### config.mk
export PLATFORM = sky130hd
export DESIGN_NAME = distinct_window_marker_detector_top_flat
export DESIGN_NICKNAME = d
export VERILOG_FILES = /design/src/design/dwmd_pkg.sv /design/src/design/dwmd_req_if.sv /design/src/design/dwmd_rsp_if.sv /design/src/design/dwmd_pos_table.sv /design/src/design/dwmd_run_tracker.sv /design/src/design/distinct_window_marker_detector_top.sv /design/src/flat_wrapper.sv
export VERILOG_INCLUDE_DIRS = /design/src /design/src/design
export SDC_FILE = /design/constraint.sdc
export NUM_CORES = 2
export LEC_CHECK = 0
export BUFFER_PORTS_ARGS = -buffer_cell sky130_fd_sc_hd__buf_2
export CORE_MARGIN = 5
export CORE_UTILIZATION = 30
export CTS_CLUSTER_SIZE = 14
export DETAILED_ROUTE_END_ITERATION = 7
export PLACE_DENSITY = 0.45
export SLEW_MARGIN = 20
export SYNTH_ARGS = -nofsm -noshare
export SYNTH_HDL_FRONTEND = slang
export SYNTH_MEMORY_MAX_BITS = 65536
export SYNTH_SLANG_ARGS = --single-unit
### constraint.sdc
create_clock -name clock -period 18.55 [get_ports clock]
set_input_delay 1.855 -clock clock [delete_from_list [all_inputs] [get_ports clock]]
set_output_delay 1.855 -clock clock [all_outputs]
set_load 0.1 [all_outputs]
### src/design/assert_macros.svh
// ----------------------------------------------------------------------------
// assert_macros.svh
// Assertion shorthands used by the top-level design file.
// ----------------------------------------------------------------------------
`ifndef ASSERT_MACROS_SVH
`define ASSERT_MACROS_SVH

// Check that a condition implies a consequence in the same cycle
`define DWMD_ASSERT_NOW(label, clk, rst, pre, post) \
   label: assert property (@(posedge clk) disable iff (rst) (pre) |-> (post)) \
      else $error("assertion failed: same-cycle implication");

// Check that a condition implies a consequence in the following cycle
`define DWMD_ASSERT_NEXT(label, clk, rst, pre, post) \
   label: assert property (@(posedge clk) disable iff (rst) (pre) |=> (post)) \
      else $error("assertion failed: next-cycle implication");

`endif

### src/design/dwmd_pkg.sv
// ----------------------------------------------------------------------------
// dwmd_pkg
// Shared types and fixed constants of the distinct window marker detector.
// ----------------------------------------------------------------------------
`default_nettype none

package dwmd_pkg;

   // Fixed field widths
   localparam int unsigned DATA_W       = 8;
   localparam int unsigned CFG_W        = 6;
   localparam int unsigned OUT_POS_W    = 16;
   localparam int unsigned BYTE_VALUES  = 256;

   // Window length after reset
   localparam logic [CFG_W-1:0] WINDOW_RESET = 6'd14;

   // Table write command from the run tracker
   typedef struct packed {
      logic wr_en;    // record the byte position
      logic clr_all;  // drop every entry (string ended)
   } tbl_ctrl_type;

endpackage

`default_nettype wire

### src/design/dwmd_req_if.sv
// ----------------------------------------------------------------------------
// dwmd_req_if
// Byte channel: one data byte and an end-of-string flag per transaction.
// ----------------------------------------------------------------------------
`default_nettype none

interface dwmd_req_if;
   logic                        valid;
   logic                        ready;
   logic [dwmd_pkg::DATA_W-1:0] data_byte;
   logic                        last_byte;

   modport source (output valid, output data_byte, output last_byte, input ready);
   modport sink   (input valid, input data_byte, input last_byte, output ready);
endinterface

`default_nettype wire

### src/design/dwmd_rsp_if.sv
// ----------------------------------------------------------------------------
// dwmd_rsp_if
// Result channel: marker position and found flag per transaction.
// ----------------------------------------------------------------------------
`default_nettype none

interface dwmd_rsp_if;
   logic                           valid;
   logic                           ready;
   logic [dwmd_pkg::OUT_POS_W-1:0] marker_position;
   logic                           marker_found;

   modport source (output valid, output marker_position, output marker_found, input ready);
   modport sink   (input valid, input marker_position, input marker_found, output ready);
endinterface

`default_nettype wire

### src/design/dwmd_pos_table.sv
// ----------------------------------------------------------------------------
// dwmd_pos_table
// Last-seen position of every byte value: a synchronous memory with a
// registered read port, plus one valid flag per byte value.
// ----------------------------------------------------------------------------
`default_nettype none

module dwmd_pos_table #(
   parameter int unsigned POS_W = 17
) (
   input  wire logic                        clock,
   input  wire logic                        reset,
   // read port, registered read data
   input  wire logic                        rd_en,
   input  wire logic [dwmd_pkg::DATA_W-1:0] rd_addr,
   output      logic [POS_W-1:0]            rd_data,
   // valid lookup for the byte in the compare stage
   input  wire logic [dwmd_pkg::DATA_W-1:0] chk_addr,
   output      logic                        chk_seen,
   // write port
   input  wire dwmd_pkg::tbl_ctrl_type      ctrl,
   input  wire logic [dwmd_pkg::DATA_W-1:0] wr_addr,
   input  wire logic [POS_W-1:0]            wr_data
);

   logic [POS_W-1:0]                  pos_mem [dwmd_pkg::BYTE_VALUES];
   logic [POS_W-1:0]                  rd_data_ff;
   logic [dwmd_pkg::BYTE_VALUES-1:0]  seen_ff;
   logic [dwmd_pkg::BYTE_VALUES-1:0]  seen_in;

   // Write the position memory
   always_ff @(posedge clock) begin
      if (ctrl.wr_en) begin
         pos_mem[wr_addr] <= wr_data;
      end
   end

   // Read the position memory
   always_ff @(posedge clock) begin
      if (rd_en) begin
         rd_data_ff <= pos_mem[rd_addr];
      end
   end

   // Set a flag on write, clear all at end of string
   always_comb begin
      seen_in = seen_ff;
      if (ctrl.clr_all) begin
         seen_in = '0;
      end else if (ctrl.wr_en) begin
         seen_in[wr_addr] = 1'b1;
      end
   end

   always_ff @(posedge clock) begin
      if (reset) begin
         seen_ff <= '0;
      end else begin
         seen_ff <= seen_in;
      end
   end

   assign rd_data  = rd_data_ff;
   assign chk_seen = seen_ff[chk_addr];

endmodule

`default_nettype wire

### src/design/dwmd_run_tracker.sv
// ----------------------------------------------------------------------------
// dwmd_run_tracker
// Per-string state: repeat-free run length, byte count and marker flag.
// Computes the result of one byte and the table update.
// ----------------------------------------------------------------------------
`default_nettype none

module dwmd_run_tracker #(
   parameter int unsigned WINDOW_MAX   = 32,
   parameter int unsigned POSITION_MAX = 65535,
   parameter int unsigned POS_W        = 17,
   parameter int unsigned RUN_W        = 6
) (
   input  wire logic                           clock,
   input  wire logic                           reset,
   input  wire logic                           fire,
   input  wire logic                           last_byte,
   input  wire logic                           seen,
   input  wire logic [POS_W-1:0]               last_pos,
   input  wire logic [dwmd_pkg::CFG_W-1:0]     window_length,
   output      dwmd_pkg::tbl_ctrl_type         tbl_ctrl,
   output      logic [POS_W-1:0]               wr_pos,
   output      logic                           res_vld,
   output      logic                           res_found,
   output      logic [dwmd_pkg::OUT_POS_W-1:0] res_pos
);

   localparam int unsigned SPAN_MAX = WINDOW_MAX - 1;

   logic [RUN_W-1:0] run_ff,      run_in;
   logic [POS_W-1:0] count_ff,    count_in;
   logic             reported_ff, reported_in;

   logic [POS_W-1:0] cnt_new;
   logic [POS_W-1:0] gap_len;
   logic [RUN_W-1:0] span;
   logic [RUN_W-1:0] run_inc;
   logic [RUN_W-1:0] new_run;
   logic [RUN_W-1:0] eff_win;
   logic             repeat_hit;
   logic             marker;

   always_comb begin
      // Count this byte, saturate one past the largest position
      cnt_new = (count_ff <= POS_W'(POSITION_MAX)) ? count_ff + POS_W'(1) : count_ff;

      // Nearest earlier copy inside the current run ends the run
      gap_len    = cnt_new - last_pos;
      span       = (run_ff < RUN_W'(SPAN_MAX)) ? run_ff : RUN_W'(SPAN_MAX);
      repeat_hit = seen && (gap_len <= POS_W'(span));
      run_inc    = (run_ff < RUN_W'(WINDOW_MAX)) ? run_ff + RUN_W'(1) : run_ff;
      new_run    = repeat_hit ? gap_len[RUN_W-1:0] : run_inc;

      // Clamp the configured window length
      if (window_length == '0) begin
         eff_win = RUN_W'(1);
      end else if (8'(window_length) > 8'(WINDOW_MAX)) begin
         eff_win = RUN_W'(WINDOW_MAX);
      end else begin
         eff_win = RUN_W'(window_length);
      end

      marker = !reported_ff && (new_run >= eff_win) &&
               (cnt_new <= POS_W'(POSITION_MAX));

      // Result of this byte
      res_vld   = fire && (marker || (last_byte && !reported_ff));
      res_found = marker;
      res_pos   = marker ? dwmd_pkg::OUT_POS_W'(cnt_new) : '0;

      // Table update
      tbl_ctrl.wr_en   = fire && !last_byte;
      tbl_ctrl.clr_all = fire && last_byte;
      wr_pos           = cnt_new;

      // Next state, restart after the last byte
      run_in      = run_ff;
      count_in    = count_ff;
      reported_in = reported_ff;
      if (fire) begin
         if (last_byte) begin
            run_in      = '0;
            count_in    = '0;
            reported_in = 1'b0;
         end else begin
            run_in      = new_run;
            count_in    = cnt_new;
            reported_in = reported_ff || marker;
         end
      end
   end

   always_ff @(posedge clock) begin
      if (reset) begin
         run_ff      <= '0;
         count_ff    <= '0;
         reported_ff <= 1'b0;
      end else begin
         run_ff      <= run_in;
         count_ff    <= count_in;
         reported_ff <= reported_in;
      end
   end

endmodule

`default_nettype wire

### src/design/distinct_window_marker_detector_top.sv
// ----------------------------------------------------------------------------
// distinct_window_marker_detector_top
// Finds the first position in each string at which the last window_length
// bytes are all distinct, using a last-seen-position table per byte value.
// ----------------------------------------------------------------------------
//  Port       Dir   Handshake        Payload
//  req_chan   in    valid/ready      data_byte[7:0], last_byte
//  rsp_chan   out   valid/ready      marker_position[15:0], marker_found
//  csr_*      in    write enable     window_length[5:0]
//
//  One byte per cycle sustained unless a held result stalls; a result
//  passes the table read, then the compare stage into the output register.
//  The throughput is set by the single read port of the position table; a
//  forwarding path covers a byte that repeats in the next transaction.
//  Reset is synchronous and clears all string state; the window is 14.
//  A held result stalls the compare stage, and the input stalls behind it.
// ----------------------------------------------------------------------------
`default_nettype none
`include "assert_macros.svh"

module distinct_window_marker_detector_top #(
   parameter int unsigned WINDOW_MAX   = 32,
   parameter int unsigned POSITION_MAX = 65535
) (
   input  wire logic                       clock,
   input  wire logic                       reset,
   dwmd_req_if.sink                        req_chan,
   dwmd_rsp_if.source                      rsp_chan,
   input  wire logic                       csr_wr_en,
   input  wire logic [dwmd_pkg::CFG_W-1:0] csr_wr_data
);

   localparam int unsigned POS_W = $clog2(POSITION_MAX + 2);
   localparam int unsigned RUN_W = $clog2(WINDOW_MAX + 1);

   logic [dwmd_pkg::CFG_W-1:0]     window_ff;
   logic                           s1_vld_ff,  s1_vld_in;
   logic [dwmd_pkg::DATA_W-1:0]    s1_byte_ff;
   logic                           s1_last_ff;
   logic                           fwd_vld_ff;
   logic [dwmd_pkg::DATA_W-1:0]    fwd_byte_ff;
   logic [POS_W-1:0]               fwd_pos_ff;
   logic                           rsp_vld_ff, rsp_vld_in;
   logic [dwmd_pkg::OUT_POS_W-1:0] rsp_pos_ff;
   logic                           rsp_found_ff;

   logic                           accept;
   logic                           s1_fire;
   logic                           fwd_hit;
   logic [POS_W-1:0]               tbl_rd_data;
   logic                           tbl_seen;
   logic [POS_W-1:0]               last_pos;
   dwmd_pkg::tbl_ctrl_type         tbl_ctrl;
   logic [POS_W-1:0]               wr_pos;
   logic                           res_vld;
   logic                           res_found;
   logic [dwmd_pkg::OUT_POS_W-1:0] res_pos;

   // Handshake: compare stage advances when the output register frees up
   assign s1_fire        = s1_vld_ff && (!rsp_vld_ff || rsp_chan.ready);
   assign req_chan.ready = !s1_vld_ff || s1_fire;
   assign accept         = req_chan.valid && req_chan.ready;

   // Hold the window length register
   always_ff @(posedge clock) begin
      if (reset) begin
         window_ff <= dwmd_pkg::WINDOW_RESET;
      end else if (csr_wr_en) begin
         window_ff <= csr_wr_data;
      end
   end

   // Advance the compare stage
   assign s1_vld_in = accept ? 1'b1 : (s1_fire ? 1'b0 : s1_vld_ff);

   always_ff @(posedge clock) begin
      if (reset) begin
         s1_vld_ff <= 1'b0;
      end else begin
         s1_vld_ff <= s1_vld_in;
      end
   end

   always_ff @(posedge clock) begin
      if (accept) begin
         s1_byte_ff <= req_chan.data_byte;
         s1_last_ff <= req_chan.last_byte;
      end
   end

   // Capture the table write that overlaps the read of the new transaction
   always_ff @(posedge clock) begin
      if (reset) begin
         fwd_vld_ff <= 1'b0;
      end else if (accept) begin
         fwd_vld_ff <= tbl_ctrl.wr_en;
      end
   end

   always_ff @(posedge clock) begin
      if (accept) begin
         fwd_byte_ff <= s1_byte_ff;
         fwd_pos_ff  <= wr_pos;
      end
   end

   assign fwd_hit  = fwd_vld_ff && (fwd_byte_ff == s1_byte_ff);
   assign last_pos = fwd_hit ? fwd_pos_ff : tbl_rd_data;

   dwmd_pos_table #(
      .POS_W (POS_W)
   ) u_pos_table (
      .clock    (clock),
      .reset    (reset),
      .rd_en    (accept),
      .rd_addr  (req_chan.data_byte),
      .rd_data  (tbl_rd_data),
      .chk_addr (s1_byte_ff),
      .chk_seen (tbl_seen),
      .ctrl     (tbl_ctrl),
      .wr_addr  (s1_byte_ff),
      .wr_data  (wr_pos)
   );

   dwmd_run_tracker #(
      .WINDOW_MAX   (WINDOW_MAX),
      .POSITION_MAX (POSITION_MAX),
      .POS_W        (POS_W),
      .RUN_W        (RUN_W)
   ) u_run_tracker (
      .clock         (clock),
      .reset         (reset),
      .fire          (s1_fire),
      .last_byte     (s1_last_ff),
      .seen          (tbl_seen),
      .last_pos      (last_pos),
      .window_length (window_ff),
      .tbl_ctrl      (tbl_ctrl),
      .wr_pos        (wr_pos),
      .res_vld       (res_vld),
      .res_found     (res_found),
      .res_pos       (res_pos)
   );

   // Load or drain the output register
   assign rsp_vld_in = s1_fire ? res_vld : (rsp_chan.ready ? 1'b0 : rsp_vld_ff);

   always_ff @(posedge clock) begin
      if (reset) begin
         rsp_vld_ff <= 1'b0;
      end else begin
         rsp_vld_ff <= rsp_vld_in;
      end
   end

   always_ff @(posedge clock) begin
      if (s1_fire && res_vld) begin
         rsp_pos_ff   <= res_pos;
         rsp_found_ff <= res_found;
      end
   end

   assign rsp_chan.valid           = rsp_vld_ff;
   assign rsp_chan.marker_position = rsp_pos_ff;
   assign rsp_chan.marker_found    = rsp_found_ff;

   // Checks
   `DWMD_ASSERT_NOW(a_notfound_zero, clock, reset, rsp_vld_ff && !rsp_found_ff, rsp_pos_ff == '0)
   `DWMD_ASSERT_NOW(a_found_nonzero, clock, reset, rsp_vld_ff && rsp_found_ff, rsp_pos_ff != '0)
   `DWMD_ASSERT_NEXT(a_accept_loads, clock, reset, accept, s1_vld_ff)
   `DWMD_ASSERT_NEXT(a_stall_holds, clock, reset, s1_vld_ff && !s1_fire, s1_vld_ff && $stable(s1_byte_ff))

endmodule

`default_nettype wire
### src/flat_wrapper.sv
// flat-port wrapper written by rule: the top's interface ports become plain ports
module distinct_window_marker_detector_top_flat 
#(
   parameter int unsigned WINDOW_MAX   = 32,
   parameter int unsigned POSITION_MAX = 65535
)
  (clock, reset, csr_wr_en, csr_wr_data, req_chan_valid, req_chan_data_byte, req_chan_last_byte, req_chan_ready, rsp_chan_valid, rsp_chan_marker_position, rsp_chan_marker_found, rsp_chan_ready);
  dwmd_req_if req_chan_i ();
  dwmd_rsp_if rsp_chan_i ();
  input  wire logic clock;
  input  wire logic reset;
  input  wire logic csr_wr_en;
  input  wire logic [dwmd_pkg::CFG_W-1:0] csr_wr_data;
  input wire logic [$bits(req_chan_i.valid)-1:0] req_chan_valid;
  input wire logic [$bits(req_chan_i.data_byte)-1:0] req_chan_data_byte;
  input wire logic [$bits(req_chan_i.last_byte)-1:0] req_chan_last_byte;
  output wire logic [$bits(req_chan_i.ready)-1:0] req_chan_ready;
  output wire logic [$bits(rsp_chan_i.valid)-1:0] rsp_chan_valid;
  output wire logic [$bits(rsp_chan_i.marker_position)-1:0] rsp_chan_marker_position;
  output wire logic [$bits(rsp_chan_i.marker_found)-1:0] rsp_chan_marker_found;
  input wire logic [$bits(rsp_chan_i.ready)-1:0] rsp_chan_ready;
  assign req_chan_i.valid = req_chan_valid;
  assign req_chan_i.data_byte = req_chan_data_byte;
  assign req_chan_i.last_byte = req_chan_last_byte;
  assign req_chan_ready = req_chan_i.ready;
  assign rsp_chan_valid = rsp_chan_i.valid;
  assign rsp_chan_marker_position = rsp_chan_i.marker_position;
  assign rsp_chan_marker_found = rsp_chan_i.marker_found;
  assign rsp_chan_i.ready = rsp_chan_ready;
  distinct_window_marker_detector_top #(.WINDOW_MAX(WINDOW_MAX), .POSITION_MAX(POSITION_MAX)) u_core (.clock(clock), .reset(reset), .req_chan(req_chan_i), .rsp_chan(rsp_chan_i), .csr_wr_en(csr_wr_en), .csr_wr_data(csr_wr_data));
endmodule
==> run summary <==
Crit path time final -> 9.67 ns
Synthesized Nets -> 7,802
Post-Synth Adder-Cell Area -> 0.00203
Die X -> 786 um
Total power -> 22.1 mW
Max clock buf depth -> 4
Worst skew pair latency -> 1.05 ns
Post-synth top cells -> edfxtp_1, mux4_2, nor2_1
Largest family of logic cells by synthesized area -> multiplexers
Initial DRT Pass Iterations -> 8
Max-cap violations -> 0
Global route overflow -> 0
Antenna viol nets, final -> 0
Switching share of power -> 0.209
Synth Area per Inst -> 23.3 sq um
First-pass GRT wire length -> 732 mm
Initial antenna violation count -> 42
Residual DRC count -> 29
Yosys warns -> 0
Max stage delay cell, worst path -> a21oi_2
Clock Power Share -> 0.454
Compound-Gate Fraction of Synth Area -> 0.0166
Hold_buf cts -> 0
Measured slew at the worst slew-check pin -> 1.29 ns
Part of the Yosys area used for sequential elements -> 0.766
Initial Utilization -> 0.300
Final Skew -> 0.0410 ns
H-tree lvl count -> 6
CTS clock-pin slew for the worst setup and hold paths -> 0.06 ns
Comb power frac -> 0.027
Failing checks -> DRC
Number of buffers added on ports -> 38
CTS tree -> yes
Synth Area in XOR/XNOR -> 0.00189
Final Core Density -> 0.348
Yosys top cell by area -> edfxtp_1
Internal power -> 17.5 mW
Crit end category -> flip-flop
Placement Rows -> 285
EDFF count, synth -> 4,420
Simple-Gate Fraction of Synth Area -> 0.0132
DR iter-0 viols -> 8,613
GRT Overall Usage -> 0.169
Status -> finished, violations left
FILL cells -> 55.3k
Routed len/inst -> 32.1 um
Die H -> 786 um
Leak -> 66.7 nW
Synth Cell Area -> 181,000 sq um
Hold path depth -> 1
P_sw -> 4.62 mW
VDD IR-drop max -> 0.0843 mV
Synthesized flop and latch total -> 4,709
CTS Buf Count -> 529
RSZ-0062 raised after global routing -> false
Core area -> 602,000 sq um
Vias per cell -> 5.13
Slew Viols, Final -> 0
Die area -> 618,000 sq um
Cells after synthesis -> 7,755
Sequential share of power -> 0.519
Root Buffer -> clkbuf_16
HP Class -> flip-flop to flip-flop
Largest stage delay on the critical path -> 0.85 ns
Setup TNS -> 0 ns
Layout area overhead -> 16.0%
Worst EP required -> 19.21 ns
Final setup viols -> 0
CP most frequent cell -> a21oi_1
Slew margin rel. -> 0.138
CP max FO -> 71
R2r setup slk -> 8.88 ns
Critical path class -> flip-flop to flip-flop
RD Place Congestion -> 0.805
R2R cell count -> 30
PostCTS Resize Cnt -> 0
Most common cell in the synthesized netlist -> edfxtp_1
Nets -> 8,141
Final worst path period share -> 0.522
Fin. Hold Viols -> 0
# Post-CTS Setup Buffers -> 0
Levels on crit path -> 30
Share of the synthesized area in the top cell type -> 0.734
Number of I/O pins -> 39
Routed vias -> 84.9k
Post-synth top flop -> edfxtp_1
CP top delay family -> compound AO/OA/AOI/OAI gates
Clock sink total -> 4,709
Pwr Density -> 106 nW/um^2
Share of layout cells above drive strength 1 -> 0.324
Nature of the critical path startpoint -> flip-flop
Worst Path Buf+Inv -> 2
Post-synth ARST share -> 0
Synth area leaders -> edfxtp_1, mux4_2, dfxtp_1
Vias in the first global route -> 87.8k
Worst path arrival time -> 10.34 ns
Highest Clock Rate -> 0.103 GHz
Mux cell area share after synthesis -> 0.190
Largest net degree at the start of global routing -> 173
Netlist cell types -> 74
Routed WL -> 531 mm
Worst hold slack -> 0.460 ns
DP HPWL -> 294 mm
[final cells by class]
class                   count  area (sq um)  share of cell area
flip-flops and latches   4709        139000               0.661
well taps                8036         10100              0.0480
clock buffers             708         14600              0.0696
clock inverters           236          1910             0.00909
multi-input cells        2583         42300               0.202
diodes                     12          30.0            0.000143
repair buffers            248          2060             0.00983
inverters                  23           124            0.000591
[worst paths after layout]
path                                            startpoint                                           endpoint
max          u_core.u_run_tracker.count_ff[9]$_SDFFE_PP0P_  u_core.rsp_chan.marker_position[15]$_SDFFCE_PN0P_
min           u_core.u_pos_table.seen_ff[104]$_SDFFE_PP0P_       u_core.u_pos_table.seen_ff[104]$_SDFFE_PP0P_
max reg2reg  u_core.u_run_tracker.count_ff[9]$_SDFFE_PP0P_  u_core.rsp_chan.marker_position[15]$_SDFFCE_PN0P_
min reg2reg   u_core.u_pos_table.seen_ff[104]$_SDFFE_PP0P_       u_core.u_pos_table.seen_ff[104]$_SDFFE_PP0P_
[metrics by stage]
| stage | instance area, sq um | setup WS, ns | cells |
|---|---|---|---|
| finish | 210000 | 8.88 | 16600 |
| detailed placement | 193000 | 8.96 | 15600 |
| global placement | 193000 | 8.88 | 15600 |
| CTS | 210000 | 8.93 | 16500 |
| floorplan | 181000 | 3.36 | 7755 |
| global route | 210000 | 7.97 | 16500 |
[kinds of logic after synthesis]
kind of cell / after synthesis
AOI/OAI and AO/OA: 417
buffers and inverters: 463
DFF: 4709
xor gates and xnor gates: 39
adders and majority gates: 29
other: 1
and+or+nand+nor: 530
muxes: 1567
[power groups by stage]
stage	registers [mW]	clock network, mW	logic [mW]
floorplan	11.7	0	0.376
global placement	11.7	0	0.614
detailed placement	11.7	0	0.616
CTS	11.5	10.3	0.617
global route	11.5	10.7	0.638
finish	11.5	10.0	0.604
[metal layers]
| layer | GRT usage | up-vias | share of wire |
|---|---|---|---|
| met5 | 0 | - | 0.000064 |
| met4 | 0.0345 | 6 | 0.020 |
| met3 | 0.0257 | 647 | 0.054 |
| met2 | 0.281 | 2681 | 0.49 |
| met1 | 0.235 | 47500 | 0.44 |
| li1 | - | 34000 | - |
[sequential cells by signal (all words and copies together), names as in the netlist]
name	count
u_core.fwd_byte_ff	8
u_core.fwd_pos_ff	17
u_core.fwd_vld_ff	1
u_core.rsp_chan.marker_found	1
u_core.rsp_chan.marker_position	16
u_core.rsp_chan.valid	1
u_core.s1_byte_ff	8
u_core.s1_last_ff	1
u_core.s1_vld_ff	1
u_core.u_pos_table.pos_mem	4352
u_core.u_pos_table.rd_data	17
u_core.u_pos_table.seen_ff	256
u_core.u_run_tracker.count_ff	17
u_core.u_run_tracker.reported_ff	1
u_core.u_run_tracker.run_ff	6
u_core.window_ff	6
[worst reg2reg max path, delay by kind of cell, from the launching register on]
kind                     cells  cell delay, ns
AO/OA/AOI/OAI               13            3.12
multiplexers                 2            0.91
adder cells (fa/ha/maj)      3            0.99
buffers and inverters        2            0.31
XOR/XNOR                     1            0.36
AND/OR/NAND/NOR              9            3.04
flip-flops                   1            0.56
[cell usage in the layout, fill, tap and decap left out, types with 9 or more instances in the layout]
cell type     n
buf_2        32
xor2_1       18
nand4_1      17
mux2i_1      67
nor2b_1      27
clkinv_8     11
dfxtp_1     289
and2_1        9
nor2_4      195
mux4_2     1492
o21ai_0      21
inv_1        16
a31oi_1      10
clkbuf_1    138
bufinv_16    22
nand2_2      13
ha_1         26
diode_2      12
clkinv_2     71
buf_4       188
nor2_1       65
clkbuf_16   552
nand2_1      51
inv_6        25
a21oi_1      36
o21a_1      260
clkinv_1     97
nand3_1      24
buf_12       17
edfxtp_1   4420
xnor2_1      11
nor2_2       62
clkbuf_8     18
a22oi_1      28
No activity file was read; power rests on OpenSTA's default activity.
